## src/rtl/aip_pkg.sv

```systemverilog
// ----------------------------------------------------------------------------
// aip_pkg: shared types and constants of the ascii integer parser
// Character codes, bases, parse phases and the records that travel between
// the classifier, the parse engine and the queues.
// ----------------------------------------------------------------------------
package aip_pkg;

    localparam int unsigned MAX_LEN_DEF = 255;

    localparam int unsigned CHAR_W   = 8;
    localparam int unsigned RADIX_W  = 6;
    localparam int unsigned VALUE_W  = 64;
    localparam int unsigned OFFSET_W = 8;

    localparam logic [RADIX_W-1:0] RADIX_RESET = 6'd10;
    localparam logic [RADIX_W-1:0] RADIX_AUTO  = 6'd0;
    localparam logic [RADIX_W-1:0] BASE_OCT    = 6'd8;
    localparam logic [RADIX_W-1:0] BASE_DEC    = 6'd10;
    localparam logic [RADIX_W-1:0] BASE_HEX    = 6'd16;

    localparam logic [CHAR_W-1:0] CH_SPACE  = 8'h20;
    localparam logic [CHAR_W-1:0] CH_TAB    = 8'h09;
    localparam logic [CHAR_W-1:0] CH_CR     = 8'h0D;
    localparam logic [CHAR_W-1:0] CH_ZERO   = 8'h30;
    localparam logic [CHAR_W-1:0] CH_NINE   = 8'h39;
    localparam logic [CHAR_W-1:0] CH_LO_A   = 8'h61;
    localparam logic [CHAR_W-1:0] CH_LO_Z   = 8'h7A;
    localparam logic [CHAR_W-1:0] CH_UP_A   = 8'h41;
    localparam logic [CHAR_W-1:0] CH_UP_Z   = 8'h5A;
    localparam logic [CHAR_W-1:0] CH_LO_X   = 8'h78;
    localparam logic [CHAR_W-1:0] CH_UP_X   = 8'h58;
    localparam logic [CHAR_W-1:0] LETTER_OFS = 8'd10;

    typedef enum logic [1:0] {
        PH_SPACE,
        PH_ZERO,
        PH_DIGITS,
        PH_DONE
    } t_phase;

    // one classified character
    typedef struct packed {
        logic               is_blank;
        logic               is_zero;
        logic               is_x;
        logic               is_digit;
        logic [RADIX_W-1:0] digit;
        logic               last;
    } t_item;

    typedef struct packed {
        logic [VALUE_W-1:0]  value;
        logic [OFFSET_W-1:0] end_offset;
    } t_result;

endpackage

```

## src/rtl/ascii_integer_parser.sv

```systemverilog
// ----------------------------------------------------------------------------
// ascii_integer_parser: streaming ascii to unsigned 64-bit integer
// Skips whitespace, detects base prefixes and accumulates digits, one
// character per cycle while the result queue has room, one result per string.
// ----------------------------------------------------------------------------
// Usage:
//   input queue: drive i_character and i_last with push; a transfer happens
//   at a clock edge with push high and full low. i_last marks the final
//   character of a string; only that character yields a result.
//   result queue: o_value and o_end_offset hold the oldest result while
//   empty is low; a transfer happens at a clock edge with pop high and
//   empty low.
//   config: cfg_valid/cfg_ready write the radix (cfg_ready is always high);
//   write it only while no string is in flight.
//   Throughput is one character per cycle while the result queue is not
//   full; the multiply-accumulate (64 by 6 bits) in the parse engine is
//   combinational. A final character passes through the item queue; the
//   parse engine writes its result into the result queue at the edge where
//   it takes the item.
//   Reset sets the radix to 10, empties both queues and restarts the parse.
//   When pop is held low the two-entry result queue fills, the engine
//   stops, the two-entry item queue fills and full rises.
// ----------------------------------------------------------------------------
module ascii_integer_parser #(
    parameter int unsigned MAX_LEN = aip_pkg::MAX_LEN_DEF
) (
    input  logic                          i_clk,
    input  logic                          i_rst_n,
    input  logic                          push,
    output logic                          full,
    input  logic [aip_pkg::CHAR_W-1:0]    i_character,
    input  logic                          i_last,
    output logic                          empty,
    input  logic                          pop,
    output logic [aip_pkg::VALUE_W-1:0]   o_value,
    output logic [aip_pkg::OFFSET_W-1:0]  o_end_offset,
    input  logic                          cfg_valid,
    output logic                          cfg_ready,
    input  logic [aip_pkg::RADIX_W-1:0]   i_cfg_radix
);
    import aip_pkg::*;

    localparam int unsigned QUEUE_DEPTH = 2;

    logic [RADIX_W-1:0] r_radix;
    t_item              front_item, back_item;
    logic               item_push, item_full, item_empty, item_pop;
    t_result            back_result, head_result;
    logic               res_push, res_full;

    assign cfg_ready = 1'b1;

    always_ff @(posedge i_clk) begin
        if (!i_rst_n) begin
            r_radix <= RADIX_RESET;
        end else if (cfg_valid && cfg_ready) begin
            r_radix <= i_cfg_radix;
        end
    end

    aip_front u_front (
        .i_push      (push),
        .i_character (i_character),
        .i_last      (i_last),
        .i_q_full    (item_full),
        .o_full      (full),
        .o_q_push    (item_push),
        .o_item      (front_item)
    );

    aip_queue #(
        .WIDTH ($bits(t_item)),
        .DEPTH (QUEUE_DEPTH)
    ) u_item_queue (
        .i_clk   (i_clk),
        .i_rst_n (i_rst_n),
        .i_push  (item_push),
        .i_data  (front_item),
        .o_full  (item_full),
        .i_pop   (item_pop),
        .o_data  (back_item),
        .o_empty (item_empty)
    );

    aip_back #(
        .MAX_LEN (MAX_LEN)
    ) u_back (
        .i_clk        (i_clk),
        .i_rst_n      (i_rst_n),
        .i_radix      (r_radix),
        .i_item       (back_item),
        .i_item_empty (item_empty),
        .o_item_pop   (item_pop),
        .i_res_full   (res_full),
        .o_res_push   (res_push),
        .o_result     (back_result)
    );

    aip_queue #(
        .WIDTH ($bits(t_result)),
        .DEPTH (QUEUE_DEPTH)
    ) u_result_queue (
        .i_clk   (i_clk),
        .i_rst_n (i_rst_n),
        .i_push  (res_push),
        .i_data  (back_result),
        .o_full  (res_full),
        .i_pop   (pop),
        .o_data  (head_result),
        .o_empty (empty)
    );

    assign o_value      = head_result.value;
    assign o_end_offset = head_result.end_offset;

endmodule

```

## src/rtl/aip_queue.sv

```systemverilog
// ----------------------------------------------------------------------------
// aip_queue: small register queue
// First-in first-out buffer in flip-flops; the head entry is shown while
// o_empty is low.
// ----------------------------------------------------------------------------
module aip_queue #(
    parameter int unsigned WIDTH = 8,
    parameter int unsigned DEPTH = 2
) (
    input  logic             i_clk,
    input  logic             i_rst_n,
    input  logic             i_push,
    input  logic [WIDTH-1:0] i_data,
    output logic             o_full,
    input  logic             i_pop,
    output logic [WIDTH-1:0] o_data,
    output logic             o_empty
);
    localparam int unsigned PTR_W = (DEPTH > 1) ? $clog2(DEPTH) : 1;
    localparam int unsigned CNT_W = $clog2(DEPTH + 1);

    logic [WIDTH-1:0] r_mem [DEPTH];
    logic [PTR_W-1:0] r_wr_ptr, n_wr_ptr;
    logic [PTR_W-1:0] r_rd_ptr, n_rd_ptr;
    logic [CNT_W-1:0] r_count, n_count;
    logic             do_push, do_pop;

    assign o_full  = (r_count == CNT_W'(DEPTH));
    assign o_empty = (r_count == '0);
    assign o_data  = r_mem[r_rd_ptr];
    assign do_push = i_push && !o_full;
    assign do_pop  = i_pop && !o_empty;

    always_comb begin
        n_wr_ptr = r_wr_ptr;
        n_rd_ptr = r_rd_ptr;
        n_count  = r_count;
        if (do_push) begin
            n_wr_ptr = (r_wr_ptr == PTR_W'(DEPTH - 1)) ? '0 : r_wr_ptr + 1'b1;
        end
        if (do_pop) begin
            n_rd_ptr = (r_rd_ptr == PTR_W'(DEPTH - 1)) ? '0 : r_rd_ptr + 1'b1;
        end
        if (do_push && !do_pop) begin
            n_count = r_count + 1'b1;
        end else if (do_pop && !do_push) begin
            n_count = r_count - 1'b1;
        end
    end

    always_ff @(posedge i_clk) begin
        if (!i_rst_n) begin
            r_wr_ptr <= '0;
            r_rd_ptr <= '0;
            r_count  <= '0;
        end else begin
            r_wr_ptr <= n_wr_ptr;
            r_rd_ptr <= n_rd_ptr;
            r_count  <= n_count;
        end
    end

    always_ff @(posedge i_clk) begin
        if (do_push) begin
            r_mem[r_wr_ptr] <= i_data;
        end
    end

    a_count_bound: assert property (@(posedge i_clk) disable iff (!i_rst_n)
        r_count <= CNT_W'(DEPTH))
        else $error("queue count above depth");

endmodule

```

## src/rtl/aip_front.sv

```systemverilog
// ----------------------------------------------------------------------------
// aip_front: character classifier
// Takes input characters and turns each into a classified item for the
// parse engine queue.
// ----------------------------------------------------------------------------
module aip_front (
    input  logic                          i_push,
    input  logic [aip_pkg::CHAR_W-1:0]    i_character,
    input  logic                          i_last,
    input  logic                          i_q_full,
    output logic                          o_full,
    output logic                          o_q_push,
    output aip_pkg::t_item                o_item
);
    import aip_pkg::*;

    logic [CHAR_W-1:0] c;
    logic              is_num, is_lower, is_upper;
    logic [CHAR_W-1:0] dv;

    assign c        = i_character;
    assign is_num   = (c >= CH_ZERO) && (c <= CH_NINE);
    assign is_lower = (c >= CH_LO_A) && (c <= CH_LO_Z);
    assign is_upper = (c >= CH_UP_A) && (c <= CH_UP_Z);

    always_comb begin
        priority if (is_num) begin
            dv = c - CH_ZERO;
        end else if (is_lower) begin
            dv = c - CH_LO_A + LETTER_OFS;
        end else if (is_upper) begin
            dv = c - CH_UP_A + LETTER_OFS;
        end else begin
            dv = '0;
        end
    end

    always_comb begin
        o_item.is_blank = (c == CH_SPACE) || ((c >= CH_TAB) && (c <= CH_CR));
        o_item.is_zero  = (c == CH_ZERO);
        o_item.is_x     = (c == CH_LO_X) || (c == CH_UP_X);
        o_item.is_digit = is_num || is_lower || is_upper;
        o_item.digit    = dv[RADIX_W-1:0];
        o_item.last     = i_last;
    end

    assign o_full   = i_q_full;
    assign o_q_push = i_push && !i_q_full;

endmodule

```

## src/rtl/aip_back.sv

```systemverilog
// ----------------------------------------------------------------------------
// aip_back: parse engine
// Runs the prefix and digit state machine on classified items, one per cycle
// unless res_full, and emits the value and end offset on the final character.
// ----------------------------------------------------------------------------
module aip_back #(
    parameter int unsigned MAX_LEN = aip_pkg::MAX_LEN_DEF
) (
    input  logic                          i_clk,
    input  logic                          i_rst_n,
    input  logic [aip_pkg::RADIX_W-1:0]   i_radix,
    input  aip_pkg::t_item                i_item,
    input  logic                          i_item_empty,
    output logic                          o_item_pop,
    input  logic                          i_res_full,
    output logic                          o_res_push,
    output aip_pkg::t_result              o_result
);
    import aip_pkg::*;

    localparam int unsigned POS_W = $clog2(MAX_LEN + 1);
    localparam int unsigned EXT_W = (POS_W > OFFSET_W) ? POS_W : OFFSET_W;

    t_phase             r_phase, n_phase;
    logic [VALUE_W-1:0] r_acc, n_acc;
    logic [RADIX_W-1:0] r_base, n_base;
    logic [POS_W-1:0]   r_pos, n_pos;
    logic [POS_W-1:0]   r_end, n_end;

    logic                       step;
    logic [POS_W-1:0]           pos_inc;
    logic                       take;
    logic [RADIX_W-1:0]         tbase;
    logic [VALUE_W+RADIX_W-1:0] prod;
    logic [EXT_W-1:0]           end_ext;

    assign step       = !i_item_empty && !i_res_full;
    assign o_item_pop = step;
    assign pos_inc    = (r_pos == POS_W'(MAX_LEN)) ? r_pos : r_pos + 1'b1;
    assign prod       = r_acc * tbase;

    always_comb begin
        n_phase = r_phase;
        n_acc   = r_acc;
        n_base  = r_base;
        n_pos   = r_pos;
        n_end   = r_end;
        take    = 1'b0;
        tbase   = r_base;
        end_ext = '0;
        o_res_push = 1'b0;
        o_result.value      = '0;
        o_result.end_offset = '0;
        if (step) begin
            unique case (r_phase)
                PH_SPACE: begin
                    if (i_item.is_blank) begin
                        n_end = pos_inc;
                    end else if ((i_radix == RADIX_AUTO || i_radix == BASE_HEX)
                                 && i_item.is_zero) begin
                        n_acc   = '0;
                        n_end   = pos_inc;
                        n_phase = PH_ZERO;
                    end else begin
                        tbase  = (i_radix == RADIX_AUTO) ? BASE_DEC : i_radix;
                        n_base = tbase;
                        take   = 1'b1;
                    end
                end
                PH_ZERO: begin
                    if (i_item.is_x) begin
                        n_base  = BASE_HEX;
                        n_end   = pos_inc;
                        n_phase = PH_DIGITS;
                    end else begin
                        tbase  = (i_radix == RADIX_AUTO) ? BASE_OCT : BASE_HEX;
                        n_base = tbase;
                        take   = 1'b1;
                    end
                end
                PH_DIGITS: begin
                    take = 1'b1;
                end
                PH_DONE: begin
                end
                default: begin
                end
            endcase
            if (take) begin
                if (i_item.is_digit && (i_item.digit < tbase)) begin
                    n_acc   = prod[VALUE_W-1:0] + VALUE_W'(i_item.digit);
                    n_end   = pos_inc;
                    n_phase = PH_DIGITS;
                end else begin
                    n_phase = PH_DONE;
                end
            end
            n_pos = pos_inc;
            if (i_item.last) begin
                end_ext             = EXT_W'(n_end);
                o_res_push          = 1'b1;
                o_result.value      = n_acc;
                o_result.end_offset = end_ext[OFFSET_W-1:0];
                // restart for the next string
                n_phase = PH_SPACE;
                n_acc   = '0;
                n_base  = '0;
                n_pos   = '0;
                n_end   = '0;
            end
        end
    end

    always_ff @(posedge i_clk) begin
        if (!i_rst_n) begin
            r_phase <= PH_SPACE;
            r_acc   <= '0;
            r_base  <= '0;
            r_pos   <= '0;
            r_end   <= '0;
        end else begin
            r_phase <= n_phase;
            r_acc   <= n_acc;
            r_base  <= n_base;
            r_pos   <= n_pos;
            r_end   <= n_end;
        end
    end

    a_pos_bound: assert property (@(posedge i_clk) disable iff (!i_rst_n)
        (r_pos <= POS_W'(MAX_LEN)) && (r_end <= r_pos))
        else $error("position or end mark out of range");

    a_space_acc_zero: assert property (@(posedge i_clk) disable iff (!i_rst_n)
        (r_phase == PH_SPACE || r_phase == PH_ZERO) |-> (r_acc == '0))
        else $error("accumulator not clear before digits");

    a_base_set: assert property (@(posedge i_clk) disable iff (!i_rst_n)
        (r_phase == PH_DIGITS) |-> (r_base != '0))
        else $error("digit phase without a base");

endmodule
```

## config.mk

```make
export PLATFORM = sky130hd
export DESIGN_NAME = ascii_integer_parser
export DESIGN_NICKNAME = d
export VERILOG_FILES = /design/src/rtl/aip_pkg.sv /design/src/rtl/ascii_integer_parser.sv /design/src/rtl/aip_queue.sv /design/src/rtl/aip_front.sv /design/src/rtl/aip_back.sv
export SDC_FILE = /design/constraint.sdc
export NUM_CORES = 1
export LEC_CHECK = 0
export BUFFER_PORTS_ARGS = -buffer_cell sky130_fd_sc_hd__buf_2
export CAP_MARGIN = 20
export CORE_MARGIN = 10
export CORE_UTILIZATION = 58
export DETAILED_ROUTE_END_ITERATION = 8
export GPL_TIMING_DRIVEN = 0
export PLACE_DENSITY = 0.79
export SYNTH_ARGS = -nofsm -noshare
export SYNTH_HDL_FRONTEND = slang
export SYNTH_SLANG_ARGS = --single-unit
```

## constraint.sdc

```tcl
create_clock -name i_clk -period 6.35 [get_ports i_clk]
set_input_delay 0.635 -clock i_clk [delete_from_list [all_inputs] [get_ports i_clk]]
set_output_delay 0.635 -clock i_clk [all_outputs]
set_load 0.03 [all_outputs]
```

# Word-level counts from Yosys, hierarchy flattened
# Memory sizes are Yosys's and may differ from the RTL's. A register that Yosys moved wholly into a read port is not among the register bits.
# Index checks and enable logic that the tools add are counted.
# W data, S select, Z words.
[word_totals]
n_memories = 2
mem_bits_rw = 166
word_cells = 152
rom_bits = 0
output_inout_bits = 75
register_bits = 102
latchBits = 0
[classes]
n_addsub = 15
div = 0
n_mul = 1
shifts = 0
mux = 61
reduce_logical = 39
eq_ne = 13
n_bitwise = 0
n_lt_le_gt_ge = 9
[memory_table]
columns = ["name", "words", "width", "read_ports", "rd_clocked_by_memory_dff", "wr", "line", "rtl"]
rows = [
  ["u_result_queue.r_mem", 2, 72, 1, 1, 1, "aip_queue.sv:22", "logic [WIDTH-1:0] r_mem [DEPTH];"],
  ["u_item_queue.r_mem", 2, 11, 1, 1, 1, "aip_queue.sv:22", ""],
]
[op_table]
columns = ["operator", "n"]
rows = [
  ["$mux W64", 6],
  ["$mux W72", 2],
  ["$mux W6", 11],
  ["$add A64 B6 Y64", 1],
  ["$mul A64 B6 Y64", 1],
  ["$mux W8", 8],
  ["$pmux W6 S2", 2],
  ["$mux W1", 19],
  ["$mux W2", 9],
  ["$eq A8 B6 Y1 const B", 2],
  ["$eq A8 B7 Y1 const B", 2],
  ["$ge A8 B7 Y1 const B", 2],
  ["$le A8 B7 Y1 const B", 2],
  ["$logic_and A1 B1 Y1", 16],
  ["$pmux W8 S2", 1],
  ["$add A6 B4 Y6 const B", 2],
  ["$sub A6 B6 Y6 const B", 2],
  ["$add A8 B1 Y8 const B", 1],
  ["$eq A8 B8 Y1 const B", 1],
  ["$ge A8 B4 Y1 const B", 1],
  ["$ge A8 B6 Y1 const B", 1],
  ["$le A8 B4 Y1 const B", 1],
  ["$le A8 B6 Y1 const B", 1],
  ["$logic_not A1 Y1", 8],
  ["other kinds (21)", 36],
]

# Logic depth before layout (Yosys ltp)
# Gate-level depths: netlist of run 1.
[depth]
ltp_word = 14
ltp_mapped = 28
mapped_depth_nobuf = 26

# Cells and area by module
# A second synthesis of run 1 with hierarchy kept.
[unflattened]
cells_unflattened = 2319
area_unflattened_um2 = 23896.7
[modules_own_cells]
columns = ["mod", "cells_per_inst", "seq_area_each_um2", "area_per_inst_um2", "instances"]
rows = [
  ["aip_back", 1925, 1761.7, 16702.3, 1],
  ["aip_queue (u_result_queue)", 249, 4424.2, 5452.7, 1],
  ["aip_queue (u_item_queue)", 59, 760.7, 1023.5, 1],
  ["aip_front", 65, 0.0, 483.0, 1],
  ["ascii_integer_parser", 21, 120.1, 235.2, 1],
]

# Worst setup path after synthesis of run 1
# Ideal clock, no wire load.
[synth_path]
kind = "register to register"
start = "reg r_radix[0]"
end = "mem u_result_queue.r_mem[0][66] (netlist name) (data pin)"
stages_incl_launch_ff = 26
t_arrival_ps = 6602
path_slack_ps = -512
cell_sequence = "dfxtp_1 or4_4 o31a_1 buf_6 nand3_1 mux2_4 clkbuf_1 and2_1 fa_1 inv_1 fa_1 inv_1 fa_1 inv_1 fa_1 inv_1 ha_1 nand4b_1 a2111oi_0 nor2_1 o311ai_1 a41o_1 a21oi_1 o21bai_1 xor2_1 a22o_1"
[synth_lines]
columns = ["element", "line", "rtl"]
rows = [
  ["from (decl)", "ascii_integer_parser.sv:45", "logic [RADIX_W-1:0] r_radix;"],
  ["from (signal assigned)", "ascii_integer_parser.sv:57", "r_radix <= i_cfg_radix;"],
  ["to (decl)", "aip_queue.sv:22", ""],
]

==> results of run 1 <==
cell usage in the layout, fill, tap and decap left out, types with 9 or more instances in the layout:
master,n
buf_4,49
o21bai_1,13
mux2_2,80
ha_2,13
nor3_1,12
o21ai_2,12
ha_4,24
inv_1,75
edfxtp_1,166
a22oi_1,33
buf_1,12
nand3_1,37
and2_1,337
nand2_1,130
buf_2,99
dfxtp_1,100
o21ai_0,27
a21o_1,28
clkbuf_16,36
nor2_1,162
a21oi_1,91
and3_1,16
xnor2_1,45
nand4_1,20
a21oi_4,11
ha_1,108
a31oi_1,20
buf_6,9
clkbuf_1,52
o21a_1,9
a21oi_2,20
xor2_1,26
mux2i_1,20
fa_1,237
o21ai_1,18
or3_1,9
a22o_1,45
power by group:
group | total [mW] | internal [mW] | switching [mW]
clock network | 1.87 | 1.05 | 0.813
registers | 2.25 | 2.16 | 0.0982
logic | 3.09 | 0.916 | 2.18
kinds of logic after synthesis:
group	Yosys count	share of synthesized area, %
adders and majority gates	385	28.27
muxes	106	4.986
and+or+nand+nor	791	17.73
buffers and inverters	198	3.270
xor gates and xnor gates	82	3.158
other	1	0.01602
AOI/OAI and AO/OA	429	12.39
DFF	270	30.18
state kept, by name, summed over array words and instances (netlist names), named ones only:
signal,cells
u_item_queue.r_wr_ptr,1
u_result_queue.r_count,2
u_result_queue.r_wr_ptr,1
r_radix,6
u_result_queue.r_rd_ptr,1
u_item_queue.r_mem,22
u_back.r_base,6
u_item_queue.r_count,2
u_item_queue.r_rd_ptr,1
u_back.r_pos,8
u_back.r_end,8
u_result_queue.r_mem,144
u_back.r_phase,2
u_back.r_acc,64
through the flow:
stage / total power [mW] / TNS, ns
floorplan: 4.004 / -0.5446
global placement: 4.975 / -325.70
detailed placement: 5.039 / -260.45
CTS: 7.113 / -42.09
global route: 7.457 / -85.06
finish: 7.217 / -58.71
synthesized netlist by cell type (38+ instances only):
library cell  instances
a21oi_1             122
a22o_1               47
and2_1              340
clkbuf_1             97
dfxtp_1             104
edfxtp_1            166
fa_1                240
ha_1                145
inv_1                76
mux2_2               81
nand2_1             138
nand3_1              38
nor2_1              171
o21ai_0              48
xnor2_1              50
area by class of cell:
type	instances	area (um2)	share of cell area [%]
inverter	77	289.0	1.048
tap	525	656.9	2.383
clock inverter	22	255.2	0.9259
sequential	270	7079	25.68
multi-input combinational	1794	16830	61.06
timing repair buffer	148	973.4	3.531
buffer	106	663.1	2.405
antenna	4	10.01	0.03631
clock buffer	34	807.0	2.927
worst paths after layout:
path         slack [ns]                           to  cells past startpoint            start
max reg2reg       -0.74  u_result_queue.r_mem[1][50]                     27       r_radix[1]
min                0.22     u_item_queue.r_mem[0][0]                      1           i_last
min reg2reg        0.52              u_back.r_end[6]                      2  u_back.r_end[6]
max               -0.74  u_result_queue.r_mem[1][50]                     27       r_radix[1]
timing repair:
| item | CTS | global route |
|---|---|---|
| setup endpoints to repair | 174 | 161 |
| buffers inserted | 47 | 5 |
| resized for setup | 273 | 46 |
| pin swaps | 55 | 15 |
worst max-delay path: stages (launching register included):
cell	delay, ns
dfxtp_4	0.35
or4_4	0.52
o31a_1	0.26
buf_6	0.15
mux2i_2	0.21
o22ai_2	0.12
mux2_4	0.36
clkbuf_16	0.19
nand2_4	0.06
fa_1	0.43
fa_1	0.50
inv_1	0.05
fa_1	0.47
inv_1	0.05
fa_1	0.51
inv_2	0.05
ha_4	0.27
buf_4	0.11
nand4b_1	0.21
a2111oi_4	0.51
nor2_2	0.12
o311ai_4	0.33
a41o_4	0.34
buf_4	0.13
buf_6	0.09
a31oi_1	0.09
xnor2_1	0.15
a22o_1	0.22
routing by layer:
layer  wire length, um  up-vias  GRT usage (%)  share of wire, %
li1                  -     8225              -                 -
met5                 0        -              0                 0
met3              8619      250          8.621                12
met4              3678        0          12.81               5.0
met2             32200     1181          45.11                44
met1             28900     9477          38.08                39
==> metrics.cfg, run 1 <==
[status]
outcome = finished with violations
violations = setup timing

[layout]
fin_area_mm2 = 0.02757
final_cells = 2980
fin_util_pct = 69.23
drive_above_1_share_pct = 21.38
fill_cells = 2969
nets = 2832
area_growth_syn_to_layout_pct = 17.74

[clock_network]
hold_buffers = 0
cts_made_buffers = 30
cts.clk_slew.worst_paths_ns = 0.07
cts.path.max_buffers = 3
clock-root-buffer = clkbuf_16
cts-htree-levels = 1
cts_tree = yes
clock_sinks = 270
clk_latency_ns = 0.61

[synth]
synth_ff_type = edfxtp_1
synth-edff-count = 166
synth_seq_cells = 270
ys_warn_count = 0
syn_area_mm2 = 0.02341
avgSynthCellArea_um2 = 10.35
synth_top_area_share_pct = 21.29
synthCells = 2262
synth.area.top_cells = edfxtp_1 (21%), fa_1 (21%), and2_1 (9.1%)
seq_area_frac_synth_pct = 30.18
synth_nets = 2667
synth.distinct_cells = 82
async_flop_share_pct = 0
yosysTopAreaCell = edfxtp_1

[routing]
dr.first_iter.drc_count = 1903
vias = 19130
finalWirelength_um = 73390
postRouteAntennaNets = 0
avgRoutedWirePerCell_um = 24.63
viasPerCell = 6.420
drt-pass1-iter-count = 6
drc = 0

[sta]
layout_setup_ws_ns = -0.7442
setup_viol = 141
fin_skew_ns = 0.01295
tightest_slew_ns = 1.051
rsz0062_at_grt = true
worst_hold_slack_ns = 0.2197
slew_violations = 0
hold_violations = 0
fmax_mhz = 141.0
fin_crit_ns = 7.094
relSlewSlack_pct = 29.95
fin_crit_sh_pct = 111.7

[die]
rows = 73
ioPinCount = 95
die_width_um = 220.9
die_h_um = 220.9
die_area_mm2 = 0.04881
core_area_mm2 = 0.03982
initial_utilization_pct = 58.79

[power_and_ir_drop]
power_density_mw_per_mm2 = 261.8
power.leakage_nw = 11.96
peakVddDrop_uv = 252.8

[grt]
grt_max_degree = 51
antenna_found_initial = 1
grt_pass1_vias = 20130
overflow = 0
grt_pass1_wl_um = 114400
grt.total_usage_pct = 29.42

[worst_setup_path]
end_kind = register
cp.required_ns = 6.71
path_max_fanout = 7
worstSetupStartpointType = register
worstSetupPathType = reg -> reg
worst-endpoint-arrival_ns = 7.45

[placed_design]
portBuffers = 91
dpl.cell_count = 2883
place_area_mm2 = 0.02477
place_hpwl_um = 53570
globalplace.congestion = 0.9755
place_ws_ns = -2.519

[min_path]
hold_class = in -> reg

[run]
maxCapViolCount = 0

No activity file was read; power rests on OpenSTA's default activity.
==> run 2, diff against run 1 <==
--- a/config.mk
+++ b/config.mk
@@ -8,10 +8,10 @@
 export BUFFER_PORTS_ARGS = -buffer_cell sky130_fd_sc_hd__buf_2
 export CAP_MARGIN = 20
 export CORE_MARGIN = 10
-export CORE_UTILIZATION = 58
+export CORE_UTILIZATION = 60
 export DETAILED_ROUTE_END_ITERATION = 8
 export GPL_TIMING_DRIVEN = 0
-export PLACE_DENSITY = 0.79
+export PLACE_DENSITY = 0.78
 export SYNTH_ARGS = -nofsm -noshare
 export SYNTH_HDL_FRONTEND = slang
 export SYNTH_SLANG_ARGS = --single-unit
==> constraint.sdc (replaced) <==
create_clock -name i_clk -period 8.27 [get_ports i_clk]
set_input_delay 0.827 -clock i_clk [delete_from_list [all_inputs] [get_ports i_clk]]
set_output_delay 0.827 -clock i_clk [all_outputs]
set_load 0.03 [all_outputs]
==> run 2 against run 1 <==
The flow now finishes without violations. Final area shrank 6.3%. Setup slack better by 0.84 ns. Worst hold slack better by 0.21 ns. Non-clock buffer count fell by 36. Sequential share of layout area is 1.7 points higher. Clock skew rose by 0.0080 ns. Critical endpoint is now u_result_queue.r_mem[1][55].
==> metrics.cfg, run 2 (same netlist as run 1, synthesis figures left out) <==
[sta]
hold_violations = 0  ; unchanged
fmax_mhz = 122.4  ; -13%
tightest_slew_ns = 1.148  ; +0.09736 ns
fin_crit_sh_pct = 98.78  ; -13 points
setup_viol = 0  ; -100%
relSlewSlack_pct = 23.46  ; -6.5 points
fin_skew_ns = 0.02096  ; +0.008007 ns
worst_hold_slack_ns = 0.4320  ; +0.2123 ns
slew_violations = 0  ; unchanged
rsz0062_at_grt = true
fin_crit_ns = 8.169  ; +1.075 ns

[grt]
antenna_found_initial = 1  ; unchanged
grt.total_usage_pct = 29.40  ; about the same
overflow = 0  ; unchanged
grt_max_degree = 39  ; -24%
grt_pass1_vias = 18900  ; -6.1%
grt_pass1_wl_um = 108300  ; -5.3%

[layout]
fin_area_mm2 = 0.02583  ; -6.3%
drive_above_1_share_pct = 12.01  ; -9.4 points
final_common_cell = and2_1
final_cell_mix = and2_1 (340), fa_1 (240), nor2_1 (169)
largest_register_ffs = 144  ; unchanged
top_register = u_result_queue.r_mem
nets = 2796  ; -1.3%
final_cells = 2935  ; -1.5%
area_growth_syn_to_layout_pct = 10.31
reg_top3 = u_result_queue.r_mem (144), u_back.r_acc (64), u_item_queue.r_mem (22)

[routing]
vias = 18610  ; -2.7%
avgRoutedWirePerCell_um = 23.97  ; -2.7%
drt-pass1-iter-count = 8  ; +2
finalWirelength_um = 70360  ; -4.1%
postRouteAntennaNets = 0  ; unchanged
dr.first_iter.drc_count = 2200  ; +16%
drc = 0  ; unchanged
viasPerCell = 6.340  ; -1.3%

[min_path]
hold_class = in -> reg
hold-path-cell-count = 1  ; unchanged
min_from = i_last
whs_endpoint = u_item_queue.r_mem[1][0]

[status]
outcome = finished clean

[worst_setup_path]
worst-endpoint-arrival_ns = 8.53  ; +1.08 ns
cpPeakStageDelay_ns = 0.58  ; +0.06 ns
end_kind = register
r2r_end = u_result_queue.r_mem[1][55]
rrSetupSlack_ns = 0.10  ; +0.84 ns
crit_chain = or4_4 -> o31a_1 -> buf_6 -> o21ai_2 -> or2_1 -> a32o_1 -> buf_2 -> clkbuf_2 -> and2_1 -> fa_1 -> fa_1 -> fa_1 -> ha_1 -> ha_1 -> nand4_1 -> or2_2 -> a211oi_2 -> a2111oi_2 -> a21o_1 -> and2b_1 -> o21ba_2 -> or3_1 -> a31oi_2
cp.required_ns = 8.63  ; +1.92 ns
crit_slowest_cell = or4_4
r2r_start = r_radix[0]
reg2regPathDepth = 23  ; -15%
worstSetupPathType = reg -> reg
path_max_fanout = 10  ; +3
crit_top_cell = fa_1
worstSetupStartpointType = register

[run]
maxCapViolCount = 0  ; unchanged

[die]
die_h_um = 217.5  ; -1.5%
die_width_um = 217.5  ; -1.5%
core_area_mm2 = 0.03865  ; -3.0%
ioPinCount = 95  ; unchanged
initial_utilization_pct = 60.58  ; +1.8 points
rows = 72  ; -1.4%
die_area_mm2 = 0.04732  ; -3.0%

[clock_network]
cts-htree-levels = 1  ; unchanged
clock-root-buffer = clkbuf_16
cts_tree = yes
cts_made_buffers = 30  ; unchanged
cts.path.max_buffers = 3  ; unchanged
clk_latency_ns = 0.60  ; about the same
clock_sinks = 270  ; unchanged
cts.clk_slew.worst_paths_ns = 0.06  ; about the same

[placed_design]
portBuffers = 91  ; unchanged
dpl.cell_count = 2874  ; -0.31%
place_area_mm2 = 0.02460  ; -0.67%
globalplace.congestion = 1.005  ; +3.0%
place_hpwl_um = 53350  ; -0.40%

[power_and_ir_drop]
finalPower_mw = 5.359  ; -26%
peakVddDrop_uv = 234.7  ; -7.2%
power.leakage_nw = 11.46  ; -4.2%
power_density_mw_per_mm2 = 207.5  ; -21%

run 2: cell types whose count changed in the layout (fill, tap and decap cells not counted), sizes merged, moves of 3 or more:
cell / delta
buf: -52
clkbuf: +16
inv: -3
bufinv: +3
run 2: how the worst max path moves through the flow:
stage                     startpoint                           to  slack [ns]  depth (start not counted)
after floorplan           r_radix[0]  u_result_queue.r_mem[0][66]        1.41                         25
after CTS                   register  u_result_queue.r_mem[0][58]        0.02                         26
after global placement    r_radix[0]  u_result_queue.r_mem[0][58]       -1.28                         24
after detailed placement  r_radix[0]  u_result_queue.r_mem[0][58]       -1.26                         24
after global routing        register  u_result_queue.r_mem[0][65]       -0.03                         27
final                     r_radix[0]  u_result_queue.r_mem[1][55]        0.10                         23
run 2: final cells by class:
class	instances	area [um2]
tap	518	648.1
antenna	2	5.005
clock inverter	22	311.5
clock buffer	34	775.7
sequential	270	7067
multi-input combinational	1794	15690
fill	3047	12820
buffer	121	486.7
inverter	77	289.0
timing repair buffer	97	553.0
run 2: power by group:
part | switching (mW) | internal (mW) | leakage, nW | total (mW)
sequential | 0.0738 | 1.66 | 2.38 | 1.73
clock | 0.595 | 0.870 | 0.522 | 1.46
combinational | 1.60 | 0.567 | 8.56 | 2.17
total | 2.27 | 3.09 | 11.5 | 5.36
run 2: repair_timing:
| item | CTS | global route |
|---|---|---|
| pin swaps | 1 | 1 |
| gates resized for setup | 13 | 20 |
| hold buffers | 0 | 0 |
| setup endpoints to repair | 98 | 42 |
| cloned | 0 | 0 |
| buffers inserted | 2 | 1 |
run 2: through the flow:
stage / worst slack, ns / TNS (ns) / util, %
6_report: 0.1006 / 0 / 66.83
2_1_floorplan: 1.408 / 0 / -
3_5_place_dp: -1.264 / -44.92 / 63.67
5_1_grt: -0.03163 / -0.06325 / 66.82
4_1_cts: 0.02365 / 0 / 66.62
3_3_place_gp: -1.277 / -42.67 / 63.44
run 2: critical path, delay by kind of cell (launching register included):
kind                     cells  cell delay [ns]
flip-flops                   1             0.38
AND/OR/NAND/NOR              7             2.24
buffers and inverters        3             1.06
AO/OA/AOI/OAI                8             2.17
adder cells (fa/ha/maj)      5             2.07
run 2: layer usage:
layer  up-vias  part of all wire, %  GRT usage, %
met5         -                0.044             0
met4         4                  4.0         11.30
met3       185                   11         6.630
met2      1092                   44         45.36
met1      9176                   41         39.76
li1       8150                    -             -
